===== src/mssfc_pkg.sv =====
// Shared constants for the motor start/stop/fault controller.
package mssfc_pkg;

  localparam int unsigned COUNT_WIDTH_DEF = 16;

  localparam int unsigned DEB_W  = 8;
  localparam int unsigned TIME_W = 16;
  localparam int unsigned CFG_IDX_W  = 3;
  localparam int unsigned CFG_DATA_W = 16;
  localparam int unsigned NUM_BTN = 3;

  // Button slots
  localparam int unsigned BTN_START = 0;
  localparam int unsigned BTN_STOP  = 1;
  localparam int unsigned BTN_FAULT = 2;

  // Mode codes
  localparam logic [1:0] MODE_OFF   = 2'd0;
  localparam logic [1:0] MODE_RUN   = 2'd1;
  localparam logic [1:0] MODE_FAULT = 2'd2;

  // LED colour codes
  localparam logic [1:0] COL_OFF    = 2'd0;
  localparam logic [1:0] COL_RED    = 2'd1;
  localparam logic [1:0] COL_GREEN  = 2'd2;
  localparam logic [1:0] COL_YELLOW = 2'd3;

  // Beep counts
  localparam logic [1:0] BEEP_NONE  = 2'd0;
  localparam logic [1:0] BEEP_ONE   = 2'd1;
  localparam logic [1:0] BEEP_TWO   = 2'd2;
  localparam logic [1:0] BEEP_THREE = 2'd3;

  // Configuration register indexes
  localparam logic [CFG_IDX_W-1:0] REG_DEBOUNCE   = 3'd0;
  localparam logic [CFG_IDX_W-1:0] REG_START_HOLD = 3'd1;
  localparam logic [CFG_IDX_W-1:0] REG_CLEAR_HOLD = 3'd2;
  localparam logic [CFG_IDX_W-1:0] REG_SLOW_BLINK = 3'd3;
  localparam logic [CFG_IDX_W-1:0] REG_FAST_BLINK = 3'd4;

  // Register reset values
  localparam logic [DEB_W-1:0]  DEBOUNCE_DEF   = 8'd50;
  localparam logic [TIME_W-1:0] START_HOLD_DEF = 16'd3000;
  localparam logic [TIME_W-1:0] CLEAR_HOLD_DEF = 16'd5000;
  localparam logic [TIME_W-1:0] SLOW_BLINK_DEF = 16'd500;
  localparam logic [TIME_W-1:0] FAST_BLINK_DEF = 16'd100;

endpackage


===== src/mssfc_debounce.sv =====
// Debouncer for one active-low button: saturating count of unchanged ticks.
module mssfc_debounce
  import mssfc_pkg::*;
(
  input  logic             clk_i,
  input  logic             rst_ni,
  input  logic             en_i,
  input  logic             level_i,
  input  logic [DEB_W-1:0] debounce_ticks_i,
  output logic             pressed_o
);

  localparam logic [DEB_W-1:0] CntMax = {DEB_W{1'b1}};

  logic             last_q, last_d;
  logic [DEB_W-1:0] cnt_q, cnt_d;
  logic             pressed_q, pressed_d;

  always_comb begin
    if (level_i != last_q) begin
      cnt_d = '0;
    end else if (cnt_q != CntMax) begin
      cnt_d = cnt_q + DEB_W'(1);
    end else begin
      cnt_d = cnt_q;
    end
    // a saturated count counts as settled
    if (cnt_d > debounce_ticks_i || cnt_d == CntMax) begin
      pressed_d = ~level_i;
    end else begin
      pressed_d = pressed_q;
    end
    last_d = level_i;
  end

  assign pressed_o = pressed_d;

  always_ff @(posedge clk_i or negedge rst_ni) begin
    if (!rst_ni) begin
      last_q    <= 1'b1;
      cnt_q     <= '0;
      pressed_q <= 1'b0;
    end else if (en_i) begin
      last_q    <= last_d;
      cnt_q     <= cnt_d;
      pressed_q <= pressed_d;
    end
  end

endmodule


===== src/motor_start_stop_fault_controller.sv =====
// Top level of the motor start/stop/fault controller.
// Each input item is one millisecond tick of raw start/stop/fault levels
// (active low); each item yields exactly one result with relay drive, LED
// colour, beep count, mode and the fault flag. An item is captured in an
// input register and the whole state update runs combinationally from there
// into the result register, so a result is offered once its item leaves the
// input register, and one item is accepted per clock cycle sustained, limited
// only by the result side taking items. Configuration writes are always
// taken at once. Hold and blink timers saturate at 2^COUNT_WIDTH-1.
// No clearing pass.
module motor_start_stop_fault_controller
  import mssfc_pkg::*;
#(
  parameter int unsigned COUNT_WIDTH = COUNT_WIDTH_DEF
) (
  input  logic                  clk_i,
  input  logic                  rst_ni,
  input  logic                  in_valid_i,
  output logic                  in_ready_o,
  input  logic                  start_level_i,
  input  logic                  stop_level_i,
  input  logic                  fault_level_i,
  output logic                  out_valid_o,
  input  logic                  out_ready_i,
  output logic                  motor_on_o,
  output logic [1:0]            led_colour_o,
  output logic [1:0]            beep_pattern_o,
  output logic [1:0]            mode_o,
  output logic                  fault_saved_o,
  input  logic                  cfg_valid_i,
  output logic                  cfg_ready_o,
  input  logic [CFG_IDX_W-1:0]  cfg_index_i,
  input  logic [CFG_DATA_W-1:0] cfg_data_i
);

  localparam int unsigned CW    = COUNT_WIDTH;
  localparam int unsigned CMP_W = (CW > TIME_W) ? CW : TIME_W;
  localparam logic [CW-1:0] CntMax = {CW{1'b1}};

  // Configuration registers
  logic [DEB_W-1:0]  debounce_q;
  logic [TIME_W-1:0] start_hold_q, clear_hold_q, slow_blink_q, fast_blink_q;

  assign cfg_ready_o = 1'b1;

  always_ff @(posedge clk_i or negedge rst_ni) begin
    if (!rst_ni) begin
      debounce_q   <= DEBOUNCE_DEF;
      start_hold_q <= START_HOLD_DEF;
      clear_hold_q <= CLEAR_HOLD_DEF;
      slow_blink_q <= SLOW_BLINK_DEF;
      fast_blink_q <= FAST_BLINK_DEF;
    end else if (cfg_valid_i) begin
      case (cfg_index_i)
        REG_DEBOUNCE:   debounce_q   <= cfg_data_i[DEB_W-1:0];
        REG_START_HOLD: start_hold_q <= cfg_data_i;
        REG_CLEAR_HOLD: clear_hold_q <= cfg_data_i;
        REG_SLOW_BLINK: slow_blink_q <= cfg_data_i;
        REG_FAST_BLINK: fast_blink_q <= cfg_data_i;
        default: ;
      endcase
    end
  end

  // Input stage and result stage handshake
  logic               in_valid_q, out_valid_q, proc_go;
  logic [NUM_BTN-1:0] level_q;

  assign proc_go    = in_valid_q && (!out_valid_q || out_ready_i);
  assign in_ready_o = !in_valid_q || proc_go;

  always_ff @(posedge clk_i or negedge rst_ni) begin
    if (!rst_ni) begin
      in_valid_q  <= 1'b0;
      out_valid_q <= 1'b0;
    end else begin
      if (in_valid_i && in_ready_o) begin
        in_valid_q <= 1'b1;
      end else if (proc_go) begin
        in_valid_q <= 1'b0;
      end
      if (proc_go) begin
        out_valid_q <= 1'b1;
      end else if (out_ready_i) begin
        out_valid_q <= 1'b0;
      end
    end
  end

  always_ff @(posedge clk_i) begin
    if (in_valid_i && in_ready_o) begin
      level_q <= {fault_level_i, stop_level_i, start_level_i};
    end
  end

  // Debounced press state, next values
  logic [NUM_BTN-1:0] pr;

  for (genvar b = 0; b < NUM_BTN; b++) begin : g_btn
    mssfc_debounce u_deb (
      .clk_i            (clk_i),
      .rst_ni           (rst_ni),
      .en_i             (proc_go),
      .level_i          (level_q[b]),
      .debounce_ticks_i (debounce_q),
      .pressed_o        (pr[b])
    );
  end

  // Controller state
  logic [1:0]         mode_q, mode_d;
  logic [NUM_BTN-1:0] ha_q, ha_d;
  logic [CW-1:0]      hc_q [NUM_BTN];
  logic [CW-1:0]      hc_d [NUM_BTN];
  logic [CW-1:0]      blink_q, blink_d;
  logic               lit_q, lit_d;
  logic [1:0]         colour_q, colour_d;
  logic               start_blk_q, start_blk_d;
  logic               stop_blk_q, stop_blk_d;
  logic               clearing_q, clearing_d;
  logic               fast_q, fast_d;
  logic               fflag_q, fflag_d;
  logic [1:0]         beep_d;

  logic              start_done, stop_done, clear_done, blink_on;
  logic [TIME_W-1:0] period;

  always_comb begin
    for (int b = 0; b < NUM_BTN; b++) begin
      hc_d[b] = (ha_q[b] && hc_q[b] != CntMax) ? hc_q[b] + CW'(1) : hc_q[b];
    end
    ha_d        = ha_q;
    blink_d     = (blink_q != CntMax) ? blink_q + CW'(1) : blink_q;
    mode_d      = mode_q;
    lit_d       = lit_q;
    colour_d    = colour_q;
    start_blk_d = start_blk_q;
    stop_blk_d  = stop_blk_q;
    clearing_d  = clearing_q;
    fast_d      = fast_q;
    fflag_d     = fflag_q;
    beep_d      = BEEP_NONE;
    start_done  = 1'b0;
    stop_done   = 1'b0;
    clear_done  = 1'b0;
    period      = slow_blink_q;

    case (mode_q)
      MODE_OFF: begin
        if (pr[BTN_START]) begin
          if (!ha_q[BTN_START]) begin
            ha_d[BTN_START] = 1'b1;
            hc_d[BTN_START] = '0;
          end else if (CMP_W'(hc_d[BTN_START]) >= CMP_W'(start_hold_q)) begin
            ha_d[BTN_START] = 1'b0;
            start_done      = 1'b1;
          end
        end else begin
          ha_d[BTN_START] = 1'b0;
        end
        if (start_done) begin
          beep_d      = BEEP_ONE;
          mode_d      = MODE_RUN;
          colour_d    = COL_GREEN;
          start_blk_d = 1'b0;
        end else begin
          start_blk_d = pr[BTN_START] && ha_d[BTN_START];
          if (!pr[BTN_START]) begin
            colour_d = COL_RED;
          end
        end
      end
      MODE_RUN: begin
        if (pr[BTN_STOP]) begin
          if (!ha_q[BTN_STOP]) begin
            ha_d[BTN_STOP] = 1'b1;
            hc_d[BTN_STOP] = '0;
          end else if (CMP_W'(hc_d[BTN_STOP]) >= CMP_W'(start_hold_q)) begin
            ha_d[BTN_STOP] = 1'b0;
            stop_done      = 1'b1;
          end
        end else begin
          ha_d[BTN_STOP] = 1'b0;
        end
        if (stop_done) begin
          beep_d     = BEEP_TWO;
          mode_d     = MODE_OFF;
          colour_d   = COL_RED;
          stop_blk_d = 1'b0;
        end else begin
          stop_blk_d = pr[BTN_STOP] && ha_d[BTN_STOP];
          if (!pr[BTN_STOP]) begin
            colour_d = COL_GREEN;
          end
        end
        // fault wins over a stop that completes in the same tick
        if (pr[BTN_FAULT]) begin
          beep_d     = BEEP_THREE;
          fflag_d    = 1'b1;
          mode_d     = MODE_FAULT;
          fast_d     = 1'b1;
          blink_d    = '0;
          lit_d      = 1'b0;
          clearing_d = 1'b0;
        end
      end
      MODE_FAULT: begin
        if (pr[BTN_FAULT]) begin
          if (!ha_q[BTN_FAULT]) begin
            ha_d[BTN_FAULT] = 1'b1;
            hc_d[BTN_FAULT] = '0;
          end else if (CMP_W'(hc_d[BTN_FAULT]) >= CMP_W'(clear_hold_q)) begin
            ha_d[BTN_FAULT] = 1'b0;
            clear_done      = 1'b1;
          end
        end else begin
          ha_d[BTN_FAULT] = 1'b0;
        end
        if (clear_done) begin
          beep_d     = BEEP_TWO;
          fflag_d    = 1'b0;
          mode_d     = MODE_OFF;
          colour_d   = COL_RED;
          clearing_d = 1'b0;
        end else begin
          clearing_d = pr[BTN_FAULT] && ha_d[BTN_FAULT];
          fast_d     = !clearing_d;
        end
      end
      default: ;
    endcase

    blink_on = (mode_d == MODE_FAULT) ||
               (mode_d == MODE_OFF && start_blk_d) ||
               (mode_d == MODE_RUN && stop_blk_d);
    if (blink_on || clearing_d) begin
      period = fast_d ? fast_blink_q : slow_blink_q;
      if (CMP_W'(blink_d) >= CMP_W'(period)) begin
        blink_d = '0;
        if (lit_q && lit_d) begin
          colour_d = COL_OFF;
        end else if (lit_d) begin
          colour_d = COL_OFF;
        end else begin
          colour_d = (mode_d == MODE_FAULT) ? COL_RED : COL_YELLOW;
        end
        lit_d = !lit_d;
      end
    end
  end

  always_ff @(posedge clk_i or negedge rst_ni) begin
    if (!rst_ni) begin
      mode_q      <= MODE_OFF;
      ha_q        <= '0;
      for (int b = 0; b < NUM_BTN; b++) begin
        hc_q[b] <= '0;
      end
      blink_q     <= '0;
      lit_q       <= 1'b0;
      colour_q    <= COL_RED;
      start_blk_q <= 1'b0;
      stop_blk_q  <= 1'b0;
      clearing_q  <= 1'b0;
      fast_q      <= 1'b0;
      fflag_q     <= 1'b0;
    end else if (proc_go) begin
      mode_q      <= mode_d;
      ha_q        <= ha_d;
      for (int b = 0; b < NUM_BTN; b++) begin
        hc_q[b] <= hc_d[b];
      end
      blink_q     <= blink_d;
      lit_q       <= lit_d;
      colour_q    <= colour_d;
      start_blk_q <= start_blk_d;
      stop_blk_q  <= stop_blk_d;
      clearing_q  <= clearing_d;
      fast_q      <= fast_d;
      fflag_q     <= fflag_d;
    end
  end

  // Result register
  logic       motor_on_q, fault_saved_q;
  logic [1:0] led_colour_q, beep_q, mode_out_q;

  always_ff @(posedge clk_i) begin
    if (proc_go) begin
      motor_on_q    <= (mode_d == MODE_RUN);
      led_colour_q  <= colour_d;
      beep_q        <= beep_d;
      mode_out_q    <= mode_d;
      fault_saved_q <= fflag_d;
    end
  end

  assign out_valid_o    = out_valid_q;
  assign motor_on_o     = motor_on_q;
  assign led_colour_o   = led_colour_q;
  assign beep_pattern_o = beep_q;
  assign mode_o         = mode_out_q;
  assign fault_saved_o  = fault_saved_q;

`ifndef SYNTHESIS
  // the fault flag is set exactly while the fault mode is latched
  assert property (@(posedge clk_i) disable iff (!rst_ni)
    fflag_q == (mode_q == MODE_FAULT))
    else $error("fault flag out of step with mode");

  // a processed item always lands in the result register
  assert property (@(posedge clk_i) disable iff (!rst_ni)
    proc_go |=> out_valid_q)
    else $error("processed item lost");

  // a waiting input item is held until processed
  assert property (@(posedge clk_i) disable iff (!rst_ni)
    in_valid_q && !proc_go |=> in_valid_q && $stable(level_q))
    else $error("waiting input item dropped or changed");

  // relay drive follows the reported mode
  assert property (@(posedge clk_i) disable iff (!rst_ni)
    out_valid_q |-> (motor_on_q == (mode_out_q == MODE_RUN)))
    else $error("relay drive disagrees with mode");

  // state changes only when an item is processed
  assert property (@(posedge clk_i) disable iff (!rst_ni)
    !proc_go |=> $stable(mode_q) && $stable(colour_q))
    else $error("state moved without an item");
`endif

endmodule


===== config.mk =====
export PLATFORM = sky130hd
export DESIGN_NAME = motor_start_stop_fault_controller
export DESIGN_NICKNAME = d
export VERILOG_FILES = /design/src/mssfc_pkg.sv /design/src/mssfc_debounce.sv /design/src/motor_start_stop_fault_controller.sv
export SDC_FILE = /design/constraint.sdc
export NUM_CORES = 1
export LEC_CHECK = 0
export BUFFER_PORTS_ARGS = -buffer_cell sky130_fd_sc_hd__buf_2
export CORE_UTILIZATION = 45
export CTS_BUF_LIST = sky130_fd_sc_hd__clkbuf_4
export CTS_CLUSTER_SIZE = 28
export DETAILED_ROUTE_END_ITERATION = 12
export SLEW_MARGIN = 20
export SYNTH_ARGS = -nofsm -noshare
export SYNTH_HDL_FRONTEND = slang
export SYNTH_SLANG_ARGS = --single-unit

===== constraint.sdc =====
create_clock -name clk_i -period 17.85 [get_ports clk_i]
set_input_delay 1.785 -clock clk_i [delete_from_list [all_inputs] [get_ports clk_i]]
set_output_delay 1.785 -clock clk_i [all_outputs]
set_load 0.05 [all_outputs]

==> results of run 1 <==
power breakdown:
group | total [mW] | switching, mW | internal, mW
logic | 0.426 | 0.253 | 0.172
clock network | 0.251 | 0.174 | 0.0762
registers | 0.574 | 0.0557 | 0.519
layer usage:
metal	global-route usage	part of all wire	wire length (um)	up-vias
met3	0.0402	0.034	993	11
li1	-	-	-	4721
met1	0.306	0.51	14600	4567
met5	0	0	0	-
met2	0.336	0.45	13000	146
met4	0.0419	0.0059	169	0
worst register-to-register path, delay by kind of cell, from the launching register on:
kind | cells | cell delay (ns)
compound gates | 16 | 3.68
xor+xnor | 1 | 0.15
fa+ha+maj | 2 | 0.53
flops | 1 | 0.50
mux | 3 | 1.20
simple gates | 8 | 1.75
synthesized netlist by cell type, types with 5 or more instances:
| cell | instances | area, um^2 |
|---|---|---|
| dfstp_2 | 28 | 736 |
| nand2b_1 | 21 | 131 |
| a22o_1 | 21 | 184 |
| nand3_1 | 40 | 200 |
| and4_1 | 9 | 78.8 |
| nor2b_1 | 12 | 75.1 |
| a211oi_1 | 9 | 67.6 |
| buf_1 | 5 | 18.8 |
| mux2_2 | 41 | 462 |
| o31ai_1 | 16 | 120 |
| inv_1 | 63 | 236 |
| o41ai_1 | 6 | 52.6 |
| edfxtp_1 | 11 | 330 |
| nand2_1 | 227 | 852 |
| a21o_1 | 32 | 240 |
| a31oi_1 | 13 | 81.3 |
| clkbuf_1 | 37 | 139 |
| and2_1 | 10 | 62.6 |
| xor2_1 | 31 | 272 |
| dfrtp_1 | 153 | 3830 |
| and3_1 | 21 | 131 |
| nand3b_1 | 5 | 37.5 |
| mux2i_1 | 23 | 230 |
| ha_1 | 99 | 1240 |
| a21oi_1 | 40 | 200 |
| o21ai_0 | 115 | 576 |
| nand4_1 | 20 | 125 |
| nor2_1 | 62 | 233 |
| xnor2_1 | 32 | 280 |
| nor3_1 | 19 | 95.1 |
layout make-up:
class / count / area [um^2] / area share
antenna: 1 / 2.50 / 0.000193
clock buffer: 17 / 128 / 0.00983
clock inverter: 15 / 169 / 0.0130
inverter: 63 / 236 / 0.0182
multi-input combinational: 1008 / 6850 / 0.527
sequential: 192 / 4890 / 0.377
tap: 335 / 419 / 0.0323
timing repair buffer: 46 / 284 / 0.0219
layout by cell type, fill, tap and decap left out, types with 9 or more instances in the layout:
cell | Yosys | layout
nand2_1 | 227 | 226
dfrtp_1 | 153 | 153
o21ai_0 | 115 | 115
ha_1 | 99 | 99
inv_1 | 63 | 62
nor2_1 | 62 | 61
mux2_2 | 41 | 41
a21oi_1 | 40 | 40
nand3_1 | 40 | 40
buf_2 | 4 | 35
a21o_1 | 32 | 32
xnor2_1 | 32 | 32
xor2_1 | 31 | 31
dfstp_2 | 28 | 28
mux2i_1 | 23 | 23
nand2b_1 | 21 | 21
and3_1 | 21 | 21
a22o_1 | 21 | 21
nand4_1 | 20 | 20
nor3_1 | 19 | 18
clkbuf_4 | 0 | 17
o31ai_1 | 16 | 16
a31oi_1 | 13 | 13
nor2b_1 | 12 | 12
edfxtp_1 | 11 | 11
and2_1 | 10 | 10
and4_1 | 9 | 9
a211oi_1 | 9 | 9
buf_4 | 2 | 9
through the flow:
step	area (um^2)	hold slack, ns
finish	13000	0.490
global route	13000	0.516
CTS	12900	0.491
detailed placement	12600	0.468
global placement	12600	0.453
floorplan	12200	0.437
kinds of logic (layout without fill, tap and decap cells):
| logic type | after synthesis | count (layout) | synth area share |
|---|---|---|---|
| AOI/OAI and AO/OA | 304 | 304 | 0.166 |
| adders and majority gates | 99 | 99 | 0.102 |
| muxes | 67 | 67 | 0.0611 |
| buffers and inverters | 114 | 141 | 0.0375 |
| and+or+nand+nor | 474 | 474 | 0.186 |
| xor gates and xnor gates | 63 | 63 | 0.0453 |
| DFF | 192 | 192 | 0.402 |
| other | 1 | 2 | 0.000308 |
how the worst max path moves through the flow:
stage,slack [ns],start,endpoint
4_1_cts,9.99,hc_q[6]$_DFFE_PN0P_,colour_q[0]$_DFFE_PN1P_
3_5_place_dp,10.07,hc_q[6]$_DFFE_PN0P_,colour_q[0]$_DFFE_PN1P_
2_1_floorplan,11.56,hc_q[6]$_DFFE_PN0P_,blink_q[10]$_DFFE_PN0P_
3_3_place_gp,10.26,hc_q[3]$_DFFE_PN0P_,colour_q[0]$_DFFE_PN1P_
6_report,9.99,hc_q[6]$_DFFE_PN0P_,colour_q[0]$_DFFE_PN1P_
5_1_grt,9.33,hc_q[6]$_DFFE_PN0P_,colour_q[0]$_DFFE_PN1P_
registers in the layout, summed over array words and instances, names as in the netlist, 2 cells and up:
| name | cells |
|---|---|
| g_btn.u_deb.cnt_q | 24 |
| blink_q | 16 |
| led_colour_o | 2 |
| fast_blink_q | 16 |
| level_q | 3 |
| beep_pattern_o | 2 |
| debounce_q | 8 |
| start_hold_q | 16 |
| clear_hold_q | 16 |
| g_btn.u_deb.last_q | 3 |
| slow_blink_q | 16 |
| hc_q | 48 |
| ha_q | 3 |
| mode_q | 2 |
| g_btn.u_deb.pressed_q | 3 |
| colour_q | 2 |
| mode_o | 2 |
==> impl_metrics.py, run 1 <==
metrics = {
    "clock_network": {
        "cts_hold_buf": 0,
        "clock-root-buffer": "clkbuf_4",
        "cts_buffer_depth": 2,
        "postCtsSetupBuffers": 0,
        "cts_made_buffers": 17,
        "cts_tree": "built",
        "cts.sinks": 192,
        "clk_latency_ns": 0.62,
        "cts-resized-gates": 0,
        "cts_max_level": 4,
        "cts.clk_slew.worst_paths_ns": 0.19,
    },
    "place": {
        "dp_slack_ns": 10.07,
        "io_buffers": 36,
        "dp_hpwl_um": 20500,
        "dpl.cell_count": 1643,
        "gp_congestion": 0.892,
    },
    "sta": {
        "fin_tns_setup_ns": 0,
        "layout_min_cycle_time_ns": 7.86,
        "clock_skew_ns": 0.0374,
        "fin_crit_sh": 0.440,
        "slew_violations": 0,
        "rsz0062_at_grt": "no",
        "slew-limit-headroom": 0.254,
        "tightest_slew_ns": 1.12,
        "setup_viol": 0,
        "worst_slack_ns": 9.99,
        "fmax_ghz": 0.127,
        "hold_violations": 0,
    },
    "global_routing": {
        "grt_usage": 0.214,
        "antenna_found_initial": 1,
        "overflow": 0,
        "grt_pass1_wl_um": 47300,
        "grt_start_max_net_pins": 121,
        "grt_pass1_vias": 8896,
    },
    "setup_path": {
        "crit_path_frequent_cell": "a21o_1",
        "crit_slowest_cell": "o41ai_1",
        "r2r_setup_slack_ns": 9.99,
        "worst-setup-path-type": "reg2reg",
        "critPathBufInv": 0,
        "cp.required_ns": 18.39,
        "max_stage_delay_ns": 0.75,
        "cp_top_family": "compound AO/OA/AOI/OAI gates",
        "rr_endpoint": "colour_q[0]$_DFFE_PN1P_",
        "r2r_start": "hc_q[6]$_DFFE_PN0P_",
        "critPathCaptureType": "register",
        "cp-start-kind": "register",
        "arrival_ns": 8.40,
        "cp_max_fo": 21,
        "cp.depth": 30,
        "worst_r2r_path_depth": 30,
    },
    "synthesis": {
        "synth_cell_type_count": 83,
        "syn_nets": 1440,
        "yosys_register_bits": 192,
        "netlist_instances": 1314,
        "yosysSeqAreaShare": 0.402,
        "synth_warnings": 0,
        "ys.flop_type": "dfrtp_1",
        "netlist_area_mm2": 0.0122,
        "synth_enable_flop_cells": 11,
        "async_flop_share": 0.943,
        "avgSynthCellArea_um2": 9.27,
    },
    "finish": {
        "syn_to_final_growth_pct": 6.59,
        "nets": 1454,
        "n_fill_cell": 2498,
        "fin_util": 0.494,
        "drive_gt1_frac": 0.133,
        "layout.cells.non_filler": 1677,
    },
    "routing": {
        "final_antenna_net_count": 0,
        "drc": 4,
        "avgViaCountPerCell": 5.63,
        "vias": 9445,
        "wl_um": 28800,
        "routedWlPerCell_um": 17.2,
        "first_iter_violations": 556,
        "drt-pass1-iter-count": 9,
    },
    "die": {
        "core_mm2": 0.0263,
        "die-area_mm2": 0.0277,
        "initial_core_util": 0.463,
        "die_h_um": 167,
        "die_x_um": 167,
        "rows": 59,
        "io_pins": 38,
    },
    "outcome": {
        "failed_checks": "design-rule violations",
        "status": "complete, but fails checks",
    },
    "min_path": {
        "min-delay-start": "g_btn[0].u_deb.last_q$_DFFE_PN1P_",
        "min_to": "g_btn[0].u_deb.last_q$_DFFE_PN1P_",
        "worstHoldPathCells": 2,
        "min_path_type": "reg2reg",
    },
    "power": {
        "cellLeakagePower_nw": 6.03,
        "peakVddDrop_v": 0.0000391,
        "p_per_area_mw_per_mm2": 96.4,
        "fin_total_pwr_mw": 1.25,
    },
    "flow_run": {
        "drv_cap": 0,
    },
}
(Power assumes the default switching activity.)
==> run 2, diff against run 1 <==
--- a/config.mk
+++ b/config.mk
@@ -5,6 +5,7 @@
 export SDC_FILE = /design/constraint.sdc
 export NUM_CORES = 1
 export LEC_CHECK = 0
+export ABC_AREA = 1
 export BUFFER_PORTS_ARGS = -buffer_cell sky130_fd_sc_hd__buf_2
 export CORE_UTILIZATION = 45
 export CTS_BUF_LIST = sky130_fd_sc_hd__clkbuf_4
==> constraint.sdc (replaced) <==
create_clock -name clk_i -period 7.11 [get_ports clk_i]
set_input_delay 0.711 -clock clk_i [delete_from_list [all_inputs] [get_ports clk_i]]
set_output_delay 0.711 -clock clk_i [all_outputs]
set_load 0.05 [all_outputs]
==> run 2 against run 1 <==
Net effect: the run now ends clean; area after synthesis increased by 2.4%; count of clock-buffer cells in the layout unchanged; synthesized cell count increased by 23%; via count increased by 9.0%; combinational power increased to 4.6 times the previous value; fmax increased by 26%; sequential share of layout area decreased by 0.86 points; clock power increased by 130%; sequential power increased to 2.8 times the previous value; total power increased to 3.3 times the previous value; critical endpoint is now led_colour_o[0]$_DFFE_PP_; largest power group is now combinational logic.
==> impl_metrics.py, run 2 <==
metrics = {
    "finish": {
        "stdcell_area_mm2": 0.0133,
        "multi_input_area_mm2": 0.00649,
        "n_fill_cell": 2704,
        "largest_register": "hc_q",
        "syn_to_final_growth_pct": 6.54,
        "largest_register_ffs": 48,
        "mostFrequentLayoutCell": "nand2_1",
        "nets": 1763,
        "drive_gt1_frac": 0.0994,
        "regArea_mm2": 0.00489,
        "fin_util": 0.490,
        "final_cell_mix": "404 x nand2_1, 240 x inv_1, 168 x o21ai_0, 153 x dfrtp_1, 99 x ha_1",
        "reg.largest.list": "hc_q x48, g_btn.u_deb.cnt_q x24",
    },
    "synthesis": {
        "syn_nets": 1745,
        "avgSynthCellArea_um2": 7.70,
        "synth_compound_area_frac": 0.129,
        "synth_enable_flop_cells": 11,
        "async_flop_share": 0.943,
        "synth_commonest_cells": "405 x nand2_1, 241 x inv_1, 168 x o21ai_0",
        "netlist_area_mm2": 0.0125,
        "yosys_register_bits": 192,
        "netlist.top_cell.by_area": "dfrtp_1",
        "yosys.area.top_type_share": 0.307,
        "netlist_instances": 1619,
        "synth_xor_area_frac": 0.0364,
        "yosysSeqAreaShare": 0.393,
        "synth.most_common_cell": "nand2_1",
        "synth_warnings": 0,
        "synth_top_family_by_area": "simple AND/OR/NAND/NOR gates",
        "synth.mux.area_fraction": 0.0129,
        "synthSimpleGateAreaFrac": 0.240,
        "synth_cell_type_count": 49,
        "synthAdderAreaFrac": 0.0993,
        "synth_area_leaders": "dfrtp_1 31%, nand2_1 12%, ha_1 9.9%, inv_1 7.3%, o21ai_0 6.7%",
        "ys.flop_type": "dfrtp_1",
    },
    "place": {
        "dpl_cell_area_mm2": 0.0130,
        "io_buffers": 36,
        "dp_hpwl_um": 21900,
        "gp_congestion": 0.867,
    },
    "setup_path": {
        "max_stage_delay_ns": 0.44,
        "cp-start-kind": "register",
        "cp.required_ns": 7.48,
        "worst_r2r_path_depth": 36,
        "critPathCaptureType": "register",
        "crit_slowest_cell": "nor4_1",
        "rr_endpoint": "led_colour_o[0]$_DFFE_PP_",
        "r2r_setup_slack_ns": 0.86,
        "crit_path_frequent_cell": "nand2_1",
        "startpoint": "hc_q[1]$_DFFE_PN0P_",
        "r2r_start": "hc_q[1]$_DFFE_PN0P_",
        "cp_max_fo": 17,
        "worst-setup-path-type": "reg2reg",
        "arrival_ns": 6.63,
        "crit_path_end": "led_colour_o[0]$_DFFE_PP_",
    },
    "flow_run": {
        "drv_cap": 0,
    },
    "global_routing": {
        "antenna_found_initial": 2,
        "grt_pass1_vias": 9804,
        "grt_pass1_wl_um": 49700,
        "overflow": 0,
        "grt_usage": 0.221,
        "grt_start_max_net_pins": 119,
    },
    "routing": {
        "drc": 0,
        "final_antenna_net_count": 0,
        "wl_um": 30100,
        "avgViaCountPerCell": 5.09,
        "drt-pass1-iter-count": 7,
        "vias": 10296,
        "routedWlPerCell_um": 14.9,
        "first_iter_violations": 669,
    },
    "die": {
        "initial_core_util": 0.460,
        "core_mm2": 0.0271,
        "io_pins": 38,
        "die_h_um": 168,
        "rows": 60,
        "die-area_mm2": 0.0284,
        "die_x_um": 168,
    },
    "sta": {
        "fin_crit_sh": 0.879,
        "hold_violations": 0,
        "setup_viol": 0,
        "rsz0062_at_grt": "no",
        "fmax_ghz": 0.160,
        "slew_violations": 0,
        "tightest_slew_ns": 0.999,
        "clock_skew_ns": 0.0378,
        "fin_tns_setup_ns": 0,
        "fin_hold_ws_ns": 0.182,
        "layout_min_cycle_time_ns": 6.25,
        "slew-limit-headroom": 0.334,
    },
    "clock_network": {
        "cts.clk_slew.worst_paths_ns": 0.18,
        "cts_buffer_depth": 2,
        "cts.sinks": 192,
        "cts_max_level": 4,
        "cts_tree": "built",
        "cts_made_buffers": 17,
        "clk_latency_ns": 0.62,
        "clock-root-buffer": "clkbuf_4",
    },
    "power": {
        "p_int_mw": 2.24,
        "cellLeakagePower_nw": 6.75,
        "clkPwrFrac": 0.139,
        "combinationalPowerShare": 0.477,
        "sw_frac_of_total": 0.458,
        "fin_total_pwr_mw": 4.13,
        "p_per_area_mw_per_mm2": 311,
        "p_sw_mw": 1.89,
        "p_seq_frac": 0.383,
        "peakVddDrop_v": 0.000174,
    },
    "outcome": {
        "status": "finished clean",
    },
    "min_path": {
        "min_path_type": "in2async",
    },
}
run 2: cell count changes in the layout (fill, tap and decap cells not counted), moves of 21 or more:
cell	change
a22o_1	-21
a21o_1	-32
nand3_1	+57
nand2b_1	-21
nor2_1	+30
nand2_1	+178
inv_1	+178
o21ai_0	+53
xnor2_1	-25
mux2_2	-40
run 2: per-layer routing:
layer / vias up / GRT usage / share of wire
met1: 4836 / 0.302 / 0.49
met2: 124 / 0.364 / 0.46
met3: 37 / 0.0330 / 0.026
li1: 5297 / - / -
met4: 2 / 0.0632 / 0.019
met5: - / 0 / 0.00030
run 2: kinds of logic after synthesis:
group,after synthesis
and+or+nand+nor,683
buffers and inverters,290
AOI/OAI and AO/OA,287
DFF,192
adders and majority gates,99
xor gates and xnor gates,51
muxes,16
other,1
run 2: timing repair:
action	in CTS	in global routing
endpoints found under the hold margin	0	0
gates resized for setup	0	1
hold buffers	0	0
setup buffers	0	0
endpoints found under the setup margin	0	5
run 2: cell type report:
class,instances,share of cell area
well taps,372,0.0350
repair buffers,42,0.0182
inverters,247,0.0702
multi-input cells,1137,0.488
clock buffers,17,0.00961
diodes,2,0.000377
flip-flops and latches,192,0.368
clock inverters,15,0.00970
run 2: worst min path at each step:
stage / from / to / slack (ns) / depth (start not counted)
after global placement: lit_q$_DFFE_PN0P_ / lit_q$_DFFE_PN0P_ / 0.46 / 2
final: rst_ni / clear_hold_q[15]$_DFFE_PN0P_ / 0.18 / 1
after CTS: rst_ni / hc_q[40]$_DFFE_PN0P_ / 0.24 / 1
after floorplan: rst_ni / blink_q[0]$_DFFE_PN0P_ / 0.42 / 0
after detailed placement: colour_q[0]$_DFFE_PN1P_ / colour_q[0]$_DFFE_PN1P_ / 0.47 / 2
after global routing: start_level_i / level_q[0]$_DFFE_PP_ / 0.22 / 1
run 2: power groups by stage:
stage               Combinational, mW  Clock (mW)  Sequential [mW]
detailed placement               1.96           0             1.60
floorplan                        1.49           0             1.58
CTS                              1.98       0.594             1.58
global route                     2.27       0.637             1.61
finish                           1.97       0.575             1.58
global placement                 1.91           0             1.60
run 2: metrics by stage:
step / worst slack, ns / instances
5_1_grt: 0.134 / 2024
3_5_place_dp: 0.587 / 1988
4_1_cts: 0.541 / 2020
3_3_place_gp: 0.771 / 1988
2_1_floorplan: 1.77 / 1619
6_report: 0.858 / 2024
run 2: worst max-delay path: cells and delay by family (launching register included):
kind	cells	cell delay (ns)
DFF	1	0.43
buffers and inverters	3	0.20
adders and majority gates	3	0.82
AOI/OAI and AO/OA	7	1.14
xor gates and xnor gates	1	0.16
and+or+nand+nor	21	3.06
muxes	1	0.20
